[src/sv/tte_pkg.sv]
// ----------------------------------------------------------------------------
// tte_pkg
// Shared types and constants of the text terminal character engine.
// ----------------------------------------------------------------------------
package tte_pkg;

   typedef enum logic [1:0] {
      REQ_PROT  = 2'd0,
      REQ_KEY   = 2'd1,
      REQ_CLEAR = 2'd2,
      REQ_READ  = 2'd3
   } tte_req_kind_type;

   localparam logic [7:0]  CH_NULL      = 8'd0;
   localparam logic [7:0]  CH_BELL      = 8'd7;
   localparam logic [7:0]  CH_BACKSPACE = 8'd8;
   localparam logic [7:0]  CH_TAB       = 8'd9;
   localparam logic [7:0]  CH_NEWLINE   = 8'd10;
   localparam logic [7:0]  CH_SPACE     = 8'h20;
   localparam logic [7:0]  COLOR_RESET  = 8'h0F;
   localparam logic [15:0] CELL_RESET   = 16'h0F20;

   typedef struct packed {
      tte_req_kind_type req_type;
      logic [7:0]       char_code;
      logic [10:0]      cell_addr;
   } tte_request_type;

   typedef struct packed {
      logic [10:0] cursor_index;
      logic        bell;
      logic        scrolled;
      logic [15:0] read_data;
   } tte_result_type;

   // write port control: use_rd takes the data from the last read
   typedef struct packed {
      logic en;
      logic use_rd;
   } tte_wr_ctl_type;

endpackage

[src/sv/tte_ctrl.sv]
// ----------------------------------------------------------------------------
// tte_ctrl
// Request sequencer: cursor, protect marks, cell writes and reads, scroll and fill sweeps.
// ----------------------------------------------------------------------------
module tte_ctrl #(
   parameter int COLUMNS  = 80,
   parameter int LAST_ROW = 24,
   parameter int TAB_STEP = 4,
   localparam int ROWS    = LAST_ROW + 1,
   localparam int CELLS   = ROWS * COLUMNS,
   localparam int ADDR_W  = $clog2(CELLS)
) (
   input  logic                     clock,
   input  logic                     reset,
   input  logic                     req_valid,
   output logic                     req_ready,
   input  tte_pkg::tte_request_type req,
   input  logic [7:0]               text_color,
   output logic                     res_valid,
   input  logic                     res_take,
   output tte_pkg::tte_result_type  res,
   output tte_pkg::tte_wr_ctl_type  wr_ctl,
   output logic [ADDR_W-1:0]        wr_addr,
   output logic [15:0]              wr_data,
   output logic                     rd_en,
   output logic [ADDR_W-1:0]        rd_addr,
   input  logic [15:0]              rd_data
);

   localparam int ROW_W   = $clog2(LAST_ROW + 2);
   localparam int MROW_W  = $clog2(ROWS);
   localparam int COL_W   = $clog2(COLUMNS);
   localparam int MARK_W  = $clog2(COLUMNS + 1);
   localparam int SUM_W   = $clog2(COLUMNS + TAB_STEP + 1);
   localparam int TCNT_W  = $clog2(TAB_STEP + 1);
   localparam int IDX_RAW = $clog2(CELLS + COLUMNS);
   localparam int IDX_W   = (IDX_RAW > 11) ? IDX_RAW : 11;
   localparam int COPY_N  = LAST_ROW * COLUMNS;

   typedef enum logic [3:0] {
      ST_INIT, ST_IDLE, ST_EXEC, ST_READ, ST_TAB, ST_CHECK, ST_SCROLL, ST_FILL, ST_DONE
   } state_type;

   state_type                  state_ff, state_in;
   logic [ROW_W-1:0]           row_ff, row_in;
   logic [COL_W-1:0]           col_ff, col_in;
   logic [MARK_W-1:0]          mark_ff [ROWS];
   logic [MARK_W-1:0]          mark_in [ROWS];
   logic [ADDR_W-1:0]          cnt_ff, cnt_in;
   logic [TCNT_W-1:0]          tcnt_ff, tcnt_in;
   tte_pkg::tte_wr_ctl_type    pw_ctl_ff, pw_ctl_in;
   logic [ADDR_W-1:0]          pw_addr_ff, pw_addr_in;
   logic [15:0]                pw_data_ff, pw_data_in;
   tte_pkg::tte_req_kind_type  kind_ff, kind_in;
   logic [7:0]                 char_ff, char_in;
   logic [10:0]                addr_ff, addr_in;
   logic                       bell_ff, bell_in;
   logic                       scr_ff, scr_in;
   logic [15:0]                rdata_ff, rdata_in;
   logic [15:0]                fill_ff, fill_in;

   function automatic logic [IDX_W-1:0] cell_index(input logic [ROW_W-1:0] r,
                                                   input logic [COL_W-1:0] c);
      cell_index = IDX_W'(r) * IDX_W'(COLUMNS) + IDX_W'(c);
   endfunction

   function automatic logic [MARK_W-1:0] mark_sat(input logic [MARK_W-1:0] m,
                                                  input logic [SUM_W-1:0] amt);
      logic [SUM_W-1:0] s;
      s = SUM_W'(m) + amt;
      if (s > SUM_W'(COLUMNS)) begin
         mark_sat = MARK_W'(COLUMNS);
      end else begin
         mark_sat = MARK_W'(s);
      end
   endfunction

   always_comb begin
      logic             prot;
      logic [ROW_W-1:0] nrow;
      logic [ROW_W-1:0] prow;
      logic [SUM_W-1:0] tcol;
      logic [SUM_W-1:0] acol;

      state_in   = state_ff;
      row_in     = row_ff;
      col_in     = col_ff;
      mark_in    = mark_ff;
      cnt_in     = cnt_ff;
      tcnt_in    = tcnt_ff;
      pw_ctl_in  = '0;
      pw_addr_in = pw_addr_ff;
      pw_data_in = pw_data_ff;
      kind_in    = kind_ff;
      char_in    = char_ff;
      addr_in    = addr_ff;
      bell_in    = bell_ff;
      scr_in     = scr_ff;
      rdata_in   = rdata_ff;
      fill_in    = fill_ff;
      rd_en      = 1'b0;
      rd_addr    = '0;

      prot = (kind_ff == tte_pkg::REQ_PROT);
      nrow = row_ff;
      prow = row_ff - ROW_W'(1);
      tcol = SUM_W'(col_ff) + SUM_W'(tcnt_ff);
      acol = SUM_W'(col_ff) + SUM_W'(TAB_STEP);

      unique case (state_ff)
         ST_INIT: begin
            pw_ctl_in.en = 1'b1;
            pw_addr_in   = cnt_ff;
            pw_data_in   = tte_pkg::CELL_RESET;
            if (cnt_ff == ADDR_W'(CELLS - 1)) begin
               cnt_in   = '0;
               state_in = ST_IDLE;
            end else begin
               cnt_in = cnt_ff + ADDR_W'(1);
            end
         end
         ST_IDLE: begin
            if (req_valid) begin
               kind_in  = req.req_type;
               char_in  = req.char_code;
               addr_in  = req.cell_addr;
               bell_in  = 1'b0;
               scr_in   = 1'b0;
               rdata_in = '0;
               state_in = ST_EXEC;
            end
         end
         ST_EXEC: begin
            unique case (kind_ff)
               tte_pkg::REQ_CLEAR: begin
                  fill_in = {text_color, tte_pkg::CH_SPACE};
                  cnt_in  = '0;
                  row_in  = '0;
                  col_in  = '0;
                  for (int i = 0; i < ROWS; i++) begin
                     mark_in[i] = '0;
                  end
                  state_in = ST_FILL;
               end
               tte_pkg::REQ_READ: begin
                  if (IDX_W'(addr_ff) < IDX_W'(CELLS)) begin
                     rd_en    = 1'b1;
                     rd_addr  = ADDR_W'(addr_ff);
                     state_in = ST_READ;
                  end else begin
                     state_in = ST_DONE;
                  end
               end
               default: begin
                  // keyboard backspace may not cross the row's mark
                  if (!prot && (char_ff == tte_pkg::CH_BACKSPACE) &&
                      !(SUM_W'(col_ff) > SUM_W'(mark_ff[row_ff[MROW_W-1:0]]))) begin
                     state_in = ST_DONE;
                  end else begin
                     unique case (char_ff)
                        tte_pkg::CH_NEWLINE: begin
                           col_in   = '0;
                           row_in   = row_ff + ROW_W'(1);
                           state_in = ST_CHECK;
                        end
                        tte_pkg::CH_BACKSPACE: begin
                           if (col_ff != '0) begin
                              col_in           = col_ff - COL_W'(1);
                              pw_ctl_in.en     = 1'b1;
                              pw_addr_in       = ADDR_W'(cell_index(row_ff, col_ff - COL_W'(1)));
                              pw_data_in       = {text_color, tte_pkg::CH_SPACE};
                           end else if (row_ff != '0) begin
                              row_in = prow;
                              if (SUM_W'(mark_ff[prow[MROW_W-1:0]]) > SUM_W'(COLUMNS - 1)) begin
                                 col_in = COL_W'(COLUMNS - 1);
                              end else begin
                                 col_in = COL_W'(mark_ff[prow[MROW_W-1:0]]);
                              end
                           end
                           state_in = ST_CHECK;
                        end
                        tte_pkg::CH_BELL: begin
                           bell_in  = 1'b1;
                           state_in = ST_DONE;
                        end
                        tte_pkg::CH_TAB: begin
                           if (acol >= SUM_W'(COLUMNS)) begin
                              col_in = '0;
                              row_in = row_ff + ROW_W'(1);
                           end
                           tcnt_in  = '0;
                           state_in = ST_TAB;
                        end
                        tte_pkg::CH_NULL: begin
                           state_in = ST_DONE;
                        end
                        default: begin
                           pw_ctl_in.en = 1'b1;
                           pw_addr_in   = ADDR_W'(cell_index(row_ff, col_ff));
                           pw_data_in   = {text_color, char_ff};
                           if (col_ff == COL_W'(COLUMNS - 1)) begin
                              col_in = '0;
                              nrow   = row_ff + ROW_W'(1);
                           end else begin
                              col_in = col_ff + COL_W'(1);
                           end
                           row_in = nrow;
                           if (prot && (nrow <= ROW_W'(LAST_ROW))) begin
                              mark_in[nrow[MROW_W-1:0]] =
                                 mark_sat(mark_ff[nrow[MROW_W-1:0]], SUM_W'(1));
                           end
                           state_in = ST_CHECK;
                        end
                     endcase
                  end
               end
            endcase
         end
         ST_READ: begin
            rdata_in = rd_data;
            state_in = ST_DONE;
         end
         ST_TAB: begin
            // one blank cell per cycle; cells past the row end or screen are dropped
            if ((row_ff <= ROW_W'(LAST_ROW)) && (tcol < SUM_W'(COLUMNS))) begin
               pw_ctl_in.en = 1'b1;
               pw_addr_in   = ADDR_W'(cell_index(row_ff, COL_W'(tcol)));
               pw_data_in   = {text_color, tte_pkg::CH_SPACE};
            end
            if (tcnt_ff == TCNT_W'(TAB_STEP - 1)) begin
               if (acol > SUM_W'(COLUMNS - 1)) begin
                  col_in = COL_W'(COLUMNS - 1);
               end else begin
                  col_in = COL_W'(acol);
               end
               if (prot && (row_ff <= ROW_W'(LAST_ROW))) begin
                  mark_in[row_ff[MROW_W-1:0]] =
                     mark_sat(mark_ff[row_ff[MROW_W-1:0]], SUM_W'(TAB_STEP));
               end
               state_in = ST_CHECK;
            end else begin
               tcnt_in = tcnt_ff + TCNT_W'(1);
            end
         end
         ST_CHECK: begin
            if (row_ff > ROW_W'(LAST_ROW)) begin
               for (int i = 0; i < LAST_ROW; i++) begin
                  mark_in[i] = mark_ff[i + 1];
               end
               mark_in[LAST_ROW] = '0;
               row_in   = ROW_W'(LAST_ROW);
               scr_in   = 1'b1;
               cnt_in   = '0;
               state_in = ST_SCROLL;
            end else begin
               state_in = ST_DONE;
            end
         end
         ST_SCROLL: begin
            // read one row below, write it back in the next cycle; last row gets blanks
            pw_ctl_in.en = 1'b1;
            pw_addr_in   = cnt_ff;
            if (cnt_ff < ADDR_W'(COPY_N)) begin
               pw_ctl_in.use_rd = 1'b1;
               rd_en            = 1'b1;
               rd_addr          = cnt_ff + ADDR_W'(COLUMNS);
            end else begin
               pw_data_in = {text_color, tte_pkg::CH_SPACE};
            end
            if (cnt_ff == ADDR_W'(CELLS - 1)) begin
               state_in = ST_DONE;
            end else begin
               cnt_in = cnt_ff + ADDR_W'(1);
            end
         end
         ST_FILL: begin
            pw_ctl_in.en = 1'b1;
            pw_addr_in   = cnt_ff;
            pw_data_in   = fill_ff;
            if (cnt_ff == ADDR_W'(CELLS - 1)) begin
               state_in = ST_DONE;
            end else begin
               cnt_in = cnt_ff + ADDR_W'(1);
            end
         end
         ST_DONE: begin
            if (res_take) begin
               state_in = ST_IDLE;
            end
         end
         default: begin
            state_in = ST_IDLE;
         end
      endcase
   end

   always_ff @(posedge clock) begin
      tcnt_ff    <= tcnt_in;
      pw_addr_ff <= pw_addr_in;
      pw_data_ff <= pw_data_in;
      kind_ff    <= kind_in;
      char_ff    <= char_in;
      addr_ff    <= addr_in;
      bell_ff    <= bell_in;
      scr_ff     <= scr_in;
      rdata_ff   <= rdata_in;
      fill_ff    <= fill_in;
      if (reset) begin
         state_ff  <= ST_INIT;
         row_ff    <= '0;
         col_ff    <= '0;
         pw_ctl_ff <= '0;
         cnt_ff    <= '0;
         for (int i = 0; i < ROWS; i++) begin
            mark_ff[i] <= '0;
         end
      end else begin
         state_ff  <= state_in;
         row_ff    <= row_in;
         col_ff    <= col_in;
         pw_ctl_ff <= pw_ctl_in;
         cnt_ff    <= cnt_in;
         mark_ff   <= mark_in;
      end
   end

   assign req_ready        = (state_ff == ST_IDLE);
   assign res_valid        = (state_ff == ST_DONE);
   assign res.cursor_index = 11'(cell_index(row_ff, col_ff));
   assign res.bell         = bell_ff;
   assign res.scrolled     = scr_ff;
   assign res.read_data    = rdata_ff;
   assign wr_ctl           = pw_ctl_ff;
   assign wr_addr          = pw_addr_ff;
   assign wr_data          = pw_data_ff;

   // a scroll always brings the cursor back onto the screen before the result
   a_row_on_screen: assert property (@(posedge clock) disable iff (reset)
      (state_ff == ST_DONE) |-> (row_ff <= ROW_W'(LAST_ROW)))
      else $error("cursor row beyond last row at result");

   // a copy write takes its word from a read issued the cycle before
   a_copy_after_read: assert property (@(posedge clock) disable iff (reset)
      pw_ctl_ff.use_rd |-> $past(rd_en))
      else $error("copy write without preceding read");

   a_col_in_row: assert property (@(posedge clock) disable iff (reset)
      (state_ff == ST_IDLE) |-> (SUM_W'(col_ff) <= SUM_W'(COLUMNS - 1)))
      else $error("cursor column past row end");

   a_mark_sat: assert property (@(posedge clock) disable iff (reset)
      (state_ff == ST_IDLE) |->
         (SUM_W'(mark_ff[row_ff[MROW_W-1:0]]) <= SUM_W'(COLUMNS)))
      else $error("protect mark above saturation");

   a_scroll_flag: assert property (@(posedge clock) disable iff (reset)
      (state_ff == ST_SCROLL) |-> scr_ff)
      else $error("scroll sweep without scrolled flag");

endmodule

[config.mk]
export PLATFORM = sky130hd
export DESIGN_NAME = tte_ctrl
export DESIGN_NICKNAME = d
export VERILOG_FILES = /design/src/sv/tte_pkg.sv /design/src/sv/tte_ctrl.sv
export SDC_FILE = /design/constraint.sdc
export NUM_CORES = 1
export LEC_CHECK = 0
export BUFFER_PORTS_ARGS = -buffer_cell sky130_fd_sc_hd__buf_2
export CELL_PAD_IN_SITES_DETAIL_PLACEMENT = 1
export CELL_PAD_IN_SITES_GLOBAL_PLACEMENT = 1
export CORE_UTILIZATION = 40
export DETAILED_ROUTE_END_ITERATION = 6
export GPL_ROUTABILITY_DRIVEN = 0
export PLACE_DENSITY_LB_ADDON = 0.1
export REMOVE_ABC_BUFFERS = 1
export SYNTH_ARGS = -nofsm -noshare
export SYNTH_HDL_FRONTEND = slang
export SYNTH_SLANG_ARGS = --single-unit
[constraint.sdc]
create_clock -name clock -period 7.75 [get_ports clock]
set_input_delay 0.775 -clock clock [delete_from_list [all_inputs] [get_ports clock]]
set_output_delay 0.775 -clock clock [all_outputs]
set_load 0.1 [all_outputs]
==> impl_metrics.json <==
{
  "slew_headroom_pct": 15.6,
  "p_leak_uw": 0.00889,
  "die_x_um": 250,
  "hold_viol": 0,
  "track_usage_pct": 37.5,
  "rsz0062_at_grt": "no",
  "top_usage_layer": "met2",
  "drv_slew": 0,
  "start_kind": "flip-flop",
  "min_path_type": "in -> reg",
  "syn2layout_area_growth_pct": 9.05,
  "wirelength_mm": 120,
  "reg2reg_depth": 17,
  "grt_overflow": 0,
  "layout_common_cells": "nor2_1, o21ai_0, nand2_1",
  "skew_ns": 0.0383,
  "status": "complete, no violations",
  "crit_path_end_kind": "flip-flop",
  "drive_above_1_share_pct": 15.7,
  "cts_setup_buffers": 0,
  "path_cells": "buf_12 > mux4_2 > mux2i_1 > nor2_1 > a2111oi_1 > ha_1 > nor2b_1 > o21a_1 > o21a_1 > o21bai_1 > a21oi_1 > or4b_1 > and3_4 > buf_4 > o21ai_0 > o21bai_1 > o41ai_2",
  "start_util_pct": 40.7,
  "clk_pin_slew_worst_paths_ns": 0.06,
  "pin_count": 121,
  "critPathTopFamily": "compound AO/OA/AOI/OAI gates",
  "timing.final.ws_setup_ns": 1.27,
  "yosysSeqAreaShare_pct": 26.0,
  "slowest_stage": "dfxtp_4",
  "drv_cap": 0,
  "yosys_most_used_dff": "dfxtp_1",
  "crit_type": "reg -> reg",
  "setup_violations": 0,
  "grt_pass1_wl_mm": 179,
  "final_core_util_pct": 44.4,
  "period_share_pct": 83.6,
  "cts_tree": "yes",
  "met2_usage_pct": 56.4,
  "antenna_found_initial": 4,
  "hold_depth": 1,
  "grt_pass1_vias": 26503,
  "vias": 26699,
  "die_y_um": 250,
  "design.core.area_mm2": 0.0606,
  "clock_latency_ns": 0.60,
  "synth_cell_types": 117,
  "postRouteAntennaNets": 0,
  "netlist_area_mm2": 0.0246,
  "postLayoutCellArea_mm2": 0.0269,
  "drt_iter0_markers": 3236,
  "slowest_delay_ns": 0.91,
  "fmax_mhz": 154,
  "worst_pin_slew_ns": 1.26,
  "nets": 2951,
  "layout_commonest_cell": "nor2_1",
  "synth_edf_count": 77,
  "clock_sinks": 281,
  "yosys_register_bits": 281,
  "path_buf_inv": 2,
  "cts-buffers-inserted": 39,
  "routedWlPerCell_um": 32.7,
  "drc": 0,
  "irDropWorstVdd_v": 0.000151,
  "critPathArrivalTime_ns": 6.93,
  "worst-path-stages": 17,
  "grt_start_max_net_pins": 101,
  "powerDensity_mw_per_mm2": 140,
  "yosysWarnings": 0,
  "synth_cells": 2882,
  "cts-root-buf": "clkbuf_16",
  "cp_max_fo": 69,
  "total_power_uw": 3770,
  "place_area_mm2": 0.0255,
  "clk_path_buf_depth": 3,
  "postCtsHoldBufs": 0,
  "die-area_mm2": 0.0626,
  "hpwl_mm": 82.0,
  "dr.pass1.iters": 6,
  "htreeDepth": 2,
  "use_met3_pct": 9.21,
  "portBuffers": 120,
  "met1_usage_pct": 49.4,
  "ctsResizeCount": 0,
  "core.rowCount": 90,
  "viasPerCell": 7.28,
  "min_period_ns": 6.48,
  "synth-async-reset-ratio_pct": 0,
  "avgSynthCellArea_um2": 8.55,
  "worst_ep_required_time_ns": 8.20,
  "place_ws_ns": 1.51,
  "n_antenna_cell": 0
}
[synth_stat cells, types with 19 or more instances]
library cell	instances	area share [%]
o21ai_0	294	6.0
and2_1	36	0.91
inv_1	41	0.62
o22ai_1	25	0.63
nand3_1	118	2.4
nand2_1	202	3.1
clkbuf_1	158	2.4
nor2_1	306	4.7
or3_1	20	0.51
a221o_1	86	3.5
dfxtp_1	204	17
xnor2_1	46	1.6
ha_1	44	2.2
a21oi_1	98	2.0
o21a_1	78	2.4
nor3_1	54	1.1
a221oi_1	63	2.2
buf_2	38	0.77
o21bai_1	27	0.82
buf_4	19	0.58
o21ai_1	67	1.4
a31oi_1	66	1.7
a211oi_1	22	0.67
buf_6	25	1.1
o211ai_1	35	1.1
a22oi_1	38	1.2
nand2b_1	25	0.63
mux4_2	89	8.1
mux2i_1	60	2.4
o41ai_1	21	0.75
mux4_1	26	2.8
edfxtp_1	77	9.4
[registers in the layout (all words and copies together), names as in the netlist]
name and flops:
addr_ff 11, bell_ff 1, char_ff 8, cnt_ff 11
col_ff 7, fill_ff 8, kind_ff 2, mark_ff 175
rdata_ff 16, row_ff 5, scr_ff 1, state_ff 4
tcnt_ff 3, wr_addr 11, wr_ctl 2, wr_data 16
[final cells by class]
| cell class | count | area [µm²] |
|---|---|---|
| fill | 7069 | 33700 |
| multi-input combinational | 2283 | 16700 |
| sequential | 281 | 6410 |
| timing repair buffer | 198 | 1250 |
| clock buffer | 55 | 1150 |
| tap | 782 | 978 |
| inverter | 50 | 195 |
| clock inverter | 17 | 189 |
[final timing paths]
kind / startpoint / endpoint / slack [ns]
worst max register to register: row_ff[0] / mark_ff[30] / 1.27
worst min-delay path: req[3] / addr_ff[3] / 0.38
worst max-delay path: row_ff[0] / mark_ff[30] / 1.27
worst min register to register: char_ff[4] / wr_data[4] / 0.56
[cell families after synthesis]
kind of cell / after synthesis / share of synthesized area (%)
AO/OA/AOI/OAI: 1095 / 31.3
AND/OR/NAND/NOR: 895 / 17.4
buffers and inverters: 318 / 6.71
flip-flops: 281 / 26.0
multiplexers: 183 / 13.8
XOR/XNOR: 61 / 2.20
adder cells (fa/ha/maj): 49 / 2.64
[where the power goes]
group          total [µW]  switching [µW]  internal [µW]
Clock                1920             783           1140
Combinational         296             246           50.1
Sequential           1550            16.0           1540
[per-stage QoR]
| stage | hold WS, ns | TNS (ns) | cells |
|---|---|---|---|
| floorplan | 0.481 | -1110.12 | 2614 |
| global placement | 0.533 | 0 | 3594 |
| detailed placement | 0.543 | 0 | 3594 |
| CTS | 0.360 | 0 | 3666 |
| global route | 0.368 | 0 | 3666 |
| finish | 0.380 | 0 | 3666 |
[metal layers]
| metal | share of wire (%) | vias up |
|---|---|---|
| met4 | 6.0 | 4 |
| met5 | 0.022 | - |
| met2 | 43 | 1650 |
| met1 | 40 | 13416 |
| met3 | 11 | 438 |
| li1 | - | 11191 |
[worst reg2reg max path, delay by kind of cell, from the launching register on]
kind	cells	cell delay, ns
muxes	2	0.79
adders and majority gates	1	0.40
and+or+nand+nor	4	1.15
DFF	1	0.91
AOI/OAI and AO/OA	8	2.24
buffers and inverters	2	0.84
Note: power is estimated with default switching activity, not from simulation.
